$ cat src/design/interval_set_table_unit_macros.svh
// ----------------------------------------------------------------------------
// interval_set_table_unit_macros
// assertion macros for the interval set table
// ----------------------------------------------------------------------------
`ifndef INTERVAL_SET_TABLE_UNIT_MACROS_SVH
`define INTERVAL_SET_TABLE_UNIT_MACROS_SVH

// implication checked on every rising clock edge outside reset
`define IST_ASSERT_IMP(label, clk, rst, cond, prop, msg) \
   label: assert property (@(posedge clk) disable iff (rst) (cond) |-> (prop)) \
      else $error(msg);

// invariant checked on every rising clock edge outside reset
`define IST_ASSERT_ALWAYS(label, clk, rst, prop, msg) \
   label: assert property (@(posedge clk) disable iff (rst) (prop)) \
      else $error(msg);

`endif

$ cat src/design/ist_pkg.sv
// ----------------------------------------------------------------------------
// ist_pkg
// types and constants shared by the interval set table
// ----------------------------------------------------------------------------
package ist_pkg;

   localparam int MAX_INTERVALS = 16;
   localparam int VALUE_BITS    = 32;
   localparam int IDX_BITS      = $clog2(MAX_INTERVALS);
   localparam int ADDR_BITS     = IDX_BITS + 1;
   localparam int COUNT_BITS    = 5;

   localparam logic [1:0] OP_ADD   = 2'd0;
   localparam logic [1:0] OP_SUB   = 2'd1;
   localparam logic [1:0] OP_QUERY = 2'd2;
   localparam logic [1:0] OP_CLEAR = 2'd3;

   localparam logic [1:0] MEMB_NONE = 2'd0;
   localparam logic [1:0] MEMB_FULL = 2'd1;
   localparam logic [1:0] MEMB_PART = 2'd2;

   typedef struct packed {
      logic [1:0]            operation;
      logic [VALUE_BITS-1:0] start_req;
      logic [VALUE_BITS-1:0] span;
   } req_type;

   typedef struct packed {
      logic [1:0]            membership;
      logic [COUNT_BITS-1:0] interval_count;
      logic                  table_full;
   } rsp_type;

   typedef struct packed {
      logic [VALUE_BITS-1:0] first;
      logic [VALUE_BITS-1:0] last;
   } entry_type;

endpackage

$ cat src/design/interval_set_table_unit.sv
// ----------------------------------------------------------------------------
// interval_set_table_unit
// sorted table of disjoint intervals held in a double-banked memory
// ----------------------------------------------------------------------------
//  channel   direction  handshake              payload
//  req       in         req_valid/req_ready    req_data   (req_type)
//  rsp       out        rsp_valid/rsp_ready    rsp_data   (rsp_type)
//
//  add and subtract stream the stored entries from one bank into the other,
//  one entry a cycle, pausing for each split or insert before an entry
//  query walks the same read port until the first entry not ending before it
//  clear and empty requests go straight to the response state; reset empties the table at once
//  a refused request leaves the old bank live; a stalled response waits in
//  its register while the next request is taken, which then waits in its
//  response state until the response has gone
// ----------------------------------------------------------------------------
`include "interval_set_table_unit_macros.svh"

module interval_set_table_unit
   import ist_pkg::*;
(
   input  logic    clock,
   input  logic    reset,
   input  logic    req_valid,
   output logic    req_ready,
   input  req_type req_data,
   output logic    rsp_valid,
   input  logic    rsp_ready,
   output rsp_type rsp_data
);

   localparam logic [2:0] ST_IDLE   = 3'd0;
   localparam logic [2:0] ST_PROC   = 3'd1;
   localparam logic [2:0] ST_SPLIT  = 3'd2;
   localparam logic [2:0] ST_FINISH = 3'd3;
   localparam logic [2:0] ST_RESP   = 3'd4;

   localparam logic [COUNT_BITS-1:0] MAX_COUNT = COUNT_BITS'(MAX_INTERVALS);
   localparam logic [VALUE_BITS-1:0] TOP = {VALUE_BITS{1'b1}};

   entry_type mem [2**ADDR_BITS];
   entry_type rd_ff;

   logic [2:0]            state_ff, state_in;
   logic                  bank_ff, bank_in;
   logic [COUNT_BITS-1:0] total_ff, total_in;
   logic [COUNT_BITS-1:0] wcnt_ff, wcnt_in;
   logic [IDX_BITS-1:0]   idx_ff, idx_in;
   logic [1:0]            op_ff, op_in;
   logic [VALUE_BITS-1:0] s_ff, s_in, e_ff, e_in, nf_ff, nf_in, nl_ff, nl_in;
   logic                  placed_ff, placed_in, upd_ff, upd_in;
   logic [1:0]            memb_ff, memb_in;
   logic                  rsp_valid_ff, rsp_valid_in;
   rsp_type               rsp_ff, rsp_in;

   logic                  rd_en;
   logic [ADDR_BITS-1:0]  rd_addr;
   logic                  emit;
   entry_type             emit_data;
   logic                  mem_we;
   logic [VALUE_BITS:0]   sum;
   logic [VALUE_BITS:0]   l1, nl1;
   logic                  at_end, commit;

   assign req_ready = (state_ff == ST_IDLE);
   assign rsp_valid = rsp_valid_ff;
   assign rsp_data  = rsp_ff;

   assign sum    = {1'b0, req_data.start_req} + {1'b0, req_data.span} - 1'b1;
   assign l1     = {1'b0, rd_ff.last} + 1'b1;
   assign nl1    = {1'b0, nl_ff} + 1'b1;
   assign at_end = (({{(COUNT_BITS-IDX_BITS){1'b0}}, idx_ff} + 1'b1) == total_ff);
   assign commit = upd_ff && (op_ff != OP_QUERY) && (wcnt_ff <= MAX_COUNT);
   assign mem_we = emit && (wcnt_ff < MAX_COUNT);

   always_comb begin
      state_in     = state_ff;
      bank_in      = bank_ff;
      total_in     = total_ff;
      wcnt_in      = wcnt_ff;
      idx_in       = idx_ff;
      op_in        = op_ff;
      s_in         = s_ff;
      e_in         = e_ff;
      nf_in        = nf_ff;
      nl_in        = nl_ff;
      placed_in    = placed_ff;
      upd_in       = upd_ff;
      memb_in      = memb_ff;
      rsp_valid_in = rsp_valid_ff && !rsp_ready;
      rsp_in       = rsp_ff;
      rd_en        = 1'b0;
      rd_addr      = {bank_ff, idx_ff};
      emit         = 1'b0;
      emit_data    = rd_ff;
      unique case (state_ff)
         ST_IDLE: begin
            if (req_valid) begin
               op_in     = req_data.operation;
               s_in      = req_data.start_req;
               e_in      = sum[VALUE_BITS] ? TOP : sum[VALUE_BITS-1:0];
               nf_in     = req_data.start_req;
               nl_in     = sum[VALUE_BITS] ? TOP : sum[VALUE_BITS-1:0];
               placed_in = 1'b0;
               wcnt_in   = '0;
               idx_in    = '0;
               memb_in   = MEMB_NONE;
               upd_in    = 1'b0;
               if (req_data.operation == OP_CLEAR) begin
                  total_in = '0;
                  state_in = ST_RESP;
               end else if (req_data.span == '0) begin
                  state_in = ST_RESP;
               end else begin
                  upd_in = 1'b1;
                  if (total_ff == '0) begin
                     state_in = ST_FINISH;
                  end else begin
                     rd_en    = 1'b1;
                     rd_addr  = {bank_ff, {IDX_BITS{1'b0}}};
                     state_in = ST_PROC;
                  end
               end
            end
         end
         ST_PROC, ST_SPLIT: begin
            logic advance;
            advance = 1'b1;
            if (state_ff == ST_SPLIT) begin
               emit = 1'b1;
               if (op_ff == OP_SUB) begin
                  emit_data.first = e_ff + 1'b1;
               end
            end else begin
               unique case (op_ff)
                  OP_ADD: begin
                     if (placed_ff || (l1 < {1'b0, nf_ff})) begin
                        emit = 1'b1;
                     end else if ({1'b0, rd_ff.first} > nl1) begin
                        emit            = 1'b1;
                        emit_data.first = nf_ff;
                        emit_data.last  = nl_ff;
                        placed_in       = 1'b1;
                        advance         = 1'b0;
                     end else begin
                        if (rd_ff.first < nf_ff) nf_in = rd_ff.first;
                        if (rd_ff.last > nl_ff) nl_in = rd_ff.last;
                     end
                  end
                  OP_SUB: begin
                     if ((rd_ff.last < s_ff) || (rd_ff.first > e_ff)) begin
                        emit = 1'b1;
                     end else if (rd_ff.first < s_ff) begin
                        emit           = 1'b1;
                        emit_data.last = s_ff - 1'b1;
                        advance        = !(rd_ff.last > e_ff);
                     end else if (rd_ff.last > e_ff) begin
                        emit            = 1'b1;
                        emit_data.first = e_ff + 1'b1;
                     end
                  end
                  default: begin
                     if (rd_ff.last >= s_ff) begin
                        advance  = 1'b0;
                        state_in = ST_RESP;
                        if (e_ff < rd_ff.first) begin
                           memb_in = MEMB_NONE;
                        end else if ((s_ff >= rd_ff.first) && (e_ff <= rd_ff.last)) begin
                           memb_in = MEMB_FULL;
                        end else begin
                           memb_in = MEMB_PART;
                        end
                     end
                  end
               endcase
            end
            if (advance) begin
               if (at_end) begin
                  state_in = ST_FINISH;
               end else begin
                  idx_in   = idx_ff + 1'b1;
                  rd_en    = 1'b1;
                  rd_addr  = {bank_ff, idx_ff + 1'b1};
                  state_in = ST_PROC;
               end
            end else if (state_in != ST_RESP) begin
               state_in = ST_SPLIT;
            end
         end
         ST_FINISH: begin
            if ((op_ff == OP_ADD) && !placed_ff) begin
               emit            = 1'b1;
               emit_data.first = nf_ff;
               emit_data.last  = nl_ff;
            end
            state_in = ST_RESP;
         end
         ST_RESP: begin
            if (!rsp_valid_ff || rsp_ready) begin
               rsp_valid_in = 1'b1;
               rsp_in.membership = memb_ff;
               rsp_in.table_full = upd_ff && (op_ff != OP_QUERY) && (wcnt_ff > MAX_COUNT);
               if (commit) begin
                  bank_in  = !bank_ff;
                  total_in = wcnt_ff;
                  rsp_in.interval_count = wcnt_ff;
               end else begin
                  rsp_in.interval_count = total_ff;
               end
               state_in = ST_IDLE;
            end
         end
         default: state_in = ST_IDLE;
      endcase
      if (emit) begin
         wcnt_in = wcnt_ff + 1'b1;
      end
   end

   always_ff @(posedge clock) begin
      if (rd_en) begin
         rd_ff <= mem[rd_addr];
      end
      if (mem_we) begin
         mem[{!bank_ff, wcnt_ff[IDX_BITS-1:0]}] <= emit_data;
      end
   end

   always_ff @(posedge clock) begin
      if (reset) begin
         state_ff     <= ST_IDLE;
         bank_ff      <= 1'b0;
         total_ff     <= '0;
         rsp_valid_ff <= 1'b0;
      end else begin
         state_ff     <= state_in;
         bank_ff      <= bank_in;
         total_ff     <= total_in;
         rsp_valid_ff <= rsp_valid_in;
      end
   end

   always_ff @(posedge clock) begin
      wcnt_ff   <= wcnt_in;
      idx_ff    <= idx_in;
      op_ff     <= op_in;
      s_ff      <= s_in;
      e_ff      <= e_in;
      nf_ff     <= nf_in;
      nl_ff     <= nl_in;
      placed_ff <= placed_in;
      upd_ff    <= upd_in;
      memb_ff   <= memb_in;
      rsp_ff    <= rsp_in;
   end

   `IST_ASSERT_ALWAYS(a_total_bound, clock, reset, total_ff <= MAX_COUNT, "table over capacity")
   `IST_ASSERT_IMP(a_no_write_idle, clock, reset, state_ff == ST_IDLE, !mem_we, "write while idle")
   `IST_ASSERT_IMP(a_full_no_memb, clock, reset, rsp_valid_ff && rsp_ff.table_full,
      rsp_ff.membership == MEMB_NONE, "refused request with membership")
   `IST_ASSERT_IMP(a_refuse_keeps, clock, reset, state_ff == ST_RESP && !commit,
      ##1 $stable(bank_ff), "bank changed on refusal")

endmodule
$ cat config.mk
export PLATFORM = sky130hd
export DESIGN_NAME = interval_set_table_unit
export DESIGN_NICKNAME = d
export VERILOG_FILES = /design/src/design/ist_pkg.sv /design/src/design/interval_set_table_unit.sv
export VERILOG_INCLUDE_DIRS = /design/src /design/src/design
export SDC_FILE = /design/constraint.sdc
export NUM_CORES = 2
export LEC_CHECK = 0
export BUFFER_PORTS_ARGS = -buffer_cell sky130_fd_sc_hd__buf_2
export CAP_MARGIN = 30
export CORE_ASPECT_RATIO = 0.6
export CORE_MARGIN = 5
export CORE_UTILIZATION = 50
export DETAILED_ROUTE_END_ITERATION = 6
export PLACE_DENSITY = 0.65
export SYNTH_ARGS = -nofsm -noshare
export SYNTH_HDL_FRONTEND = slang
export SYNTH_SLANG_ARGS = --single-unit
$ cat constraint.sdc
create_clock -name clock -period 22.3 [get_ports clock]
set_clock_uncertainty 0.05 [all_clocks]
set_input_delay 1.115 -clock clock [delete_from_list [all_inputs] [get_ports clock]]
set_output_delay 1.115 -clock clock [all_outputs]
set_load 0.02 [all_outputs]
**After elaboration in Yosys (flattened, before gate mapping)**

Memories as Yosys holds them, arrays and structs flattened. A register that Yosys moved wholly into a read port is not among the register bits.
Index checks and enable logic that the tools add are counted.

- Register bits after elaboration: 161
- Bits in writable memories: 2048
- Output and inout port bits: 10
- Word-level logic and storage cells: 202
- Memories: 1

Memories:

| name | depth | bits a word | read ports | clocked after Yosys merged registers in | write ports | line | text |
|---|---|---|---|---|---|---|---|
| mem | 32 | 64 | 1 | 1 | 1 | interval_set_table_unit.sv:41 | `entry_type mem [2**ADDR_BITS];` |

- Add/subtract/negate cells: 9
- Magnitude comparators: 15
- Equality and inequality tests: 23
- Multiplexer cells: 101
- Reductions and logical operators: 36

Operators with widths:

| cell | count |
|---|---|
| 32-bit 2-to-1 mux | 19 |
| 64-bit 2-to-1 mux | 4 |
| 64-bit one-hot mux with 2 select lines | 2 |
| 32-bit < comparator | 4 |
| 32-bit one-hot mux with 2 select lines | 2 |
| 32-bit greater-than comparator | 3 |
| 32-bit by 1-bit adder with 33-bit output (second input constant) | 2 |
| 32-bit >= comparator | 2 |
| 4-bit 2-to-1 mux | 9 |
| 5-bit 2-to-1 mux | 7 |
| 32-bit by 32-bit adder with 33-bit output | 1 |
| 32-bit by 33-bit greater-than comparator with 1-bit output | 1 |
| 33-bit by 32-bit < comparator with 1-bit output | 1 |
| 33-bit by 1-bit subtractor with 33-bit output (second input constant) | 1 |
| 32-bit by 1-bit adder with 32-bit output (second input constant) | 1 |
| 32-bit less-or-equal comparator | 1 |
| 32-bit zero test | 1 |
| 32-bit by 1-bit subtractor with 32-bit output (second input constant) | 1 |
| 1-bit 2-to-1 mux | 30 |
| 3-bit 2-to-1 mux | 10 |
| 2-bit != test (second input constant) | 14 |
| 2-bit 2-to-1 mux | 8 |
| 4-bit one-hot mux with 2 select lines | 2 |
| 7-bit AND reduction | 2 |
| other kinds (31) | 56 |

**Longest topological paths before layout**

- Depth in word-level cells: 10
- Mapped depth: 27

**Least setup slack after synthesis**

Ideal clock, no wire load.

- Path kind: register -> register
- From: register nl_ff[2]
- To: register rd_ff[0] (netlist name)
- Data arrival time: 7.982 ns
- Data required time: 21.676 ns
- Path slack: 13.694 ns
- Stages on the path, launching flop included: 20
- Buffers on the path: 1
- Path through: edfxtp_1 and4_1 and2_1 and3_1 clkbuf_1 and3_1 nand2_1 nor4_1 xnor2_1 ha_1 o21a_1 a21oi_1 o221ai_1 o221a_2 o21ai_2 a311oi_1 o21a_2 nor2_1 nand2_1 o21ai_0

- Cells in the longest elaborated chain, start to end: 9
- Elaborated cells between the ends (all ways): 11
- Classes of those cells: 1 x add/sub; 1 x order compare; 9 x mux

Ends and longest elaborated chain:

| what | line | text |
|---|---|---|
| start: declaration | interval_set_table_unit.sv:50 | `logic [VALUE_BITS-1:0] s_ff, s_in, e_ff, e_in, nf_ff, nf_in, nl_ff, nl_in;` |
| start signal: assignment | interval_set_table_unit.sv:250 | `nl_ff <= nl_in;` |
| 32-bit by 1-bit adder with 33-bit output | interval_set_table_unit.sv:71 | `assign nl1 = {1'b0, nl_ff} + 1'b1;` |
| 32-bit by 33-bit greater-than comparator with 1-bit output | interval_set_table_unit.sv:139 | `end else if ({1'b0, rd_ff.first} > nl1) begin` |
| 1-bit 2-to-1 mux | interval_set_table_unit.sv:139 |  |
| 1-bit 2-to-1 mux | interval_set_table_unit.sv:137 | `if (placed_ff \|\| (l1 < {1'b0, nf_ff})) begin` |
| 1-bit one-hot mux with 2 select lines | interval_set_table_unit.sv:135 | `unique case (op_ff)` |
| 1-bit 2-to-1 mux | interval_set_table_unit.sv:129 | `if (state_ff == ST_SPLIT) begin` |
| 1-bit 2-to-1 mux | interval_set_table_unit.sv:96 | `unique case (state_ff)` |
| 1-bit 2-to-1 mux | interval_set_table_unit.sv:177 | `if (advance) begin` |
| 1-bit one-hot mux with 2 select lines | interval_set_table_unit.sv:96 |  |
| named net rd_en | interval_set_table_unit.sv:56 | `logic rd_en;` |

The timed path passes the listed nets, and every way through them passes these cells. The select of a mux whose other input is x is not followed.
A chain may end at the register's enable or synchronous reset.

**Final worst setup path**

- From: register rd_ff[1] (netlist name)
- To: register rd_ff[7] (netlist name)

- Cells in the longest elaborated chain, start to end: 9
- Elaborated cells between the ends (all ways): 19
- Classes of those cells: 1 x add/sub; 4 x order compare; 11 x mux; 3 x reduce/logical

Ends and longest elaborated chain:

| what | line |
|---|---|
| 32-bit by 1-bit adder with 33-bit output / 32-bit greater-than comparator (equally long branches) | interval_set_table_unit.sv:70, interval_set_table_unit.sv:156 |
| 33-bit by 32-bit < comparator with 1-bit output / 1-bit zero test (equally long branches) | interval_set_table_unit.sv:137, interval_set_table_unit.sv:156 |
| 1-bit logical OR / 1-bit 2-to-1 mux (equally long branches) | interval_set_table_unit.sv:137, interval_set_table_unit.sv:153 |
| 1-bit 2-to-1 mux (on tied branches) | interval_set_table_unit.sv:137, interval_set_table_unit.sv:151 |
| 1-bit one-hot mux with 2 select lines * | interval_set_table_unit.sv:135 |
| 1-bit 2-to-1 mux * | interval_set_table_unit.sv:129 |
| 1-bit 2-to-1 mux * | interval_set_table_unit.sv:96 |
| 4-bit 2-to-1 mux / 1-bit 2-to-1 mux (equally long branches) | interval_set_table_unit.sv:177 |
| 4-bit one-hot mux with 2 select lines / 1-bit one-hot mux with 2 select lines (equally long branches) | interval_set_table_unit.sv:96 |

Mark *: on every way between the ends. The rest lies on a longest branch, timed or not. The select of a mux whose other input is x is not followed.

==> flow_summary_export.csv <==
group,metric,value,unit
synthesis,ys_types,87,
outcome,violations,"DRC",
synthesis,ys_ff_latch,2273,
setup_path,rr_startpoint,"rd_ff[1]",
clock_network,cts_inserted_buffers,203,
place,hpwl,205.9,mm
floorplanning,core,202600,um2
outcome,status,"finished with violations",
place,placed_cell_area,106500,um2
global_route,grt_pass1_wl,483.6,mm
pwr,power.switching,8.400,mW
timing,holdWs,0.3813,ns
synthesis,yosys_warnings,0,
timing,fin_crit,9.972,ns
global_route,grt_antenna_before_repair,9,
floorplanning,die_w,592.2,um
cells_and_area,synthToLayoutAreaGrowth,11.27,%
setup_path,path_class,"flip-flop to flip-flop",
setup_path,crit_path_end_kind,"flip-flop",
timing,finalMaxSlewViolations,0,
floorplanning,die_h,359.3,um
setup_path,worst-path-max-fanout,76,
clock_network,cts_root_buf,"clkbuf_16",
pwr,intPower,10.46,mW
timing,fin_crit_sh,44.72,%
floorplanning,num_io_pins,80,
cells_and_area,multi_input_area,30940,um2
floorplanning,num_rows,128,
setup_path,startpoint_type,"flip-flop",
pwr,clkPwrFrac,18.5,%
setup_path,worstRegToRegCells,21,
clock_network,post_cts_buffers,0,
setup_path,cp_data_arrival_time,10.41,ns
synthesis,syn_nets,8665,
setup_path,r2r-end,"rd_ff[7]",
setup_path,r2r_slack,12.33,ns
setup_path,worst_ep_required_time,22.74,ns
worst_hold_path,hold_depth,1,
global_route,grt_max_degree,154,
worst_hold_path,min_path_type,"input port to flip-flop",
timing,max_freq,100.3,MHz
setup_path,crit_top_cell,"buf_4",
worst_hold_path,hold_start,"req_data[56]",
pwr,seq_power_share,34.4,%
synthesis,synth_area,101700,um2
floorplanning,start_util,50.19,%
clock_network,cts_num_sinks,2273,
pwr,swShare,44.55,%
setup_path,critPathSlowestCell,"o2111ai_1",
synthesis,synth_edf_count,2263,
flow_run,maxCapViolCount,0,
timing,relSlewSlack,17.48,%
global_route,grt_pass1_vias,65990,
clock_network,cts_resized,0,
timing,tightest_slew,1.238,ns
place,dpl.cell_count,10850,
routing,first_pass_iters,7,
timing,setup_slack,12.33,ns
place,io_buffer_count,79,
synthesis,async_flop_share,0,%
cells_and_area,fin_area,113100,um2
routing,via_count,71910,
pwr,finalPower,18.86,mW
cells_and_area,instances_no_fill,11230,
routing,wire_per_inst,30.38,um
routing,antenna_left,0,
pwr,leakagePower,39.93,nW
clock_network,cts_tree,"done",
place,dp_worst_setup_slack,12.78,ns
cells_and_area,register_area,68160,um2
routing,avgViaCountPerCell,6.403,
synthesis,synthCells,8269,
clock_network,hold_buffers,0,
synthesis,synth.avg_cell_area,12.30,um2
clock_network,cts_buffer_depth,4,
setup_path,path_cells,"ha_1, nand3_1, nor2_1, nand3_1, nor3_1, xnor2_1, ha_1, nand4_1, a211oi_1, o21ai_0, a311oi_2, o21a_2, or3_1, and3_4, buf_4, buf_4, buf_4, nand2_1, a32oi_1, a41oi_1, o2111ai_1",
pwr,vdd_drop_max,0.1446,mV
routing,drt_iter0_markers,11760,
timing,rsz0062_at_grt,"no",
cells_and_area,finish.utilization,55.85,%
floorplanning,die_area,212800,um2
clock_network,clock_latency,0.88,ns
cells_and_area,final_layout_size_suffix_gt1_share,9.105,%
setup_path,max_stage_delay,0.88,ns
timing,setup_viol,0,
cells_and_area,nFillCells,16520,
place,gp_congestion,1.007,
pwr,powerDensity,166.7,nW/um2
routing,routed_wl,341.2,mm
worst_hold_path,hold_end,"s_ff[24]",
timing,finalHoldViolCount,0,
global_route,grt.total_usage,31.18,%
cells_and_area,mostFrequentLayoutCells,"edfxtp_1 (2263), nand2_1 (1973), nand3_1 (644)",
synthesis,yosysSeqAreaShare,67.03,%
global_route,grt_overflow,0,
timing,fin_setup_tns,0,ns
clock_network,htreeDepth,4,
clock_network,path_clk_slew,0.07,ns
cells_and_area,final_nets,8738,
synthesis,synth_top_flop_cell,"edfxtp_1",
cells_and_area,final_common_cell,"edfxtp_1",
pwr,p_comb_share,47.1,%
routing,drc,3,
## power groups by stage
stage                     clock network, mW  registers, mW  logic (mW)
after floorplan                           0           6.37        5.32
after global placement                    0           6.57        8.25
after detailed placement                  0           6.56        8.57
after CTS                              3.51           6.47        8.61
after global routing                   3.70           6.48        9.44
final                                  3.48           6.49        8.88
## state kept, by name (all words and copies together) (netlist names), 5 cells and up
name and count:
e_ff 32, mem 2048, nf_ff 32, nl_ff 32, rd_ff 64, rsp_data 8
s_ff 32, total_ff 5, wcnt_ff 5
## routing by layer
metal | global-route usage (%) | routed length, um
met5 | 0 | 15
met4 | 8.237 | 10160
met3 | 8.775 | 48590
met2 | 41.51 | 135600
met1 | 49.61 | 146800
## cell usage after synthesis, types with 35 or more instances
library cell	n	area, um2
a31oi_1	158	988.5
nand3_1	645	3228
a21o_1	42	315.3
and3_1	150	938.4
nor2_1	241	904.6
nand2_1	1974	7410
a21oi_1	219	1096
a41oi_1	35	306.5
buf_2	135	675.7
o2111ai_1	102	893.4
xnor2_1	124	1086
buf_1	59	221.5
nand4_1	99	619.3
ha_1	325	4066
clkbuf_1	258	968.4
inv_1	332	1246
o21ai_0	214	1071
a32oi_1	57	499.2
nor3_1	63	315.3
mux2i_1	195	1952
a22oi_1	42	315.3
a221oi_1	62	543.0
a311oi_1	68	595.6
edfxtp_1	2263	67960
## worst max path at each step
stage             start  endpoint  slack (ns)  cells past startpoint
6_report       rd_ff[1]  rd_ff[7]       12.33                     21
5_1_grt        rd_ff[1]  rd_ff[7]       12.16                     21
4_1_cts        rd_ff[1]  rd_ff[7]       12.71                     21
3_5_place_dp   rd_ff[1]  rd_ff[7]       12.78                     21
3_3_place_gp   rd_ff[1]  rd_ff[7]       12.95                     23
2_1_floorplan  nl_ff[2]  rd_ff[0]       13.69                     19
## worst max-delay path: cells and delay by family (launching register included)
kind / cells / cell delay [ns]
AO/OA/AOI/OAI: 7 / 3.38
XOR/XNOR: 1 / 0.11
adder cells (fa/ha/maj): 2 / 0.59
buffers and inverters: 3 / 2.10
flip-flops: 1 / 0.55
AND/OR/NAND/NOR: 8 / 2.62
## area by class of cell
type	instances	share of cell area [%]
antenna	1	0.002212
multi-input combinational	5194	27.35
timing repair buffer	337	2.649
inverter	333	1.107
clock inverter	120	0.9024
sequential	2273	60.24
tap	2730	3.019
clock buffer	244	4.736
## cell families (layout without fill, tap and decap cells)
logic type      after synthesis  after routing  share of synthesized area (%)
simple gates               3320           3320                          14.24
xor+xnor                    152            152                          1.309
other cells                   0              1                              0
flops                      2273           2273                          67.03
compound gates             1194           1194                          8.198
fa+ha+maj                   326            326                          4.019
buf+inv                     802           1034                          3.201
mux                         202            202                          2.000
(Power assumes the default switching activity.)
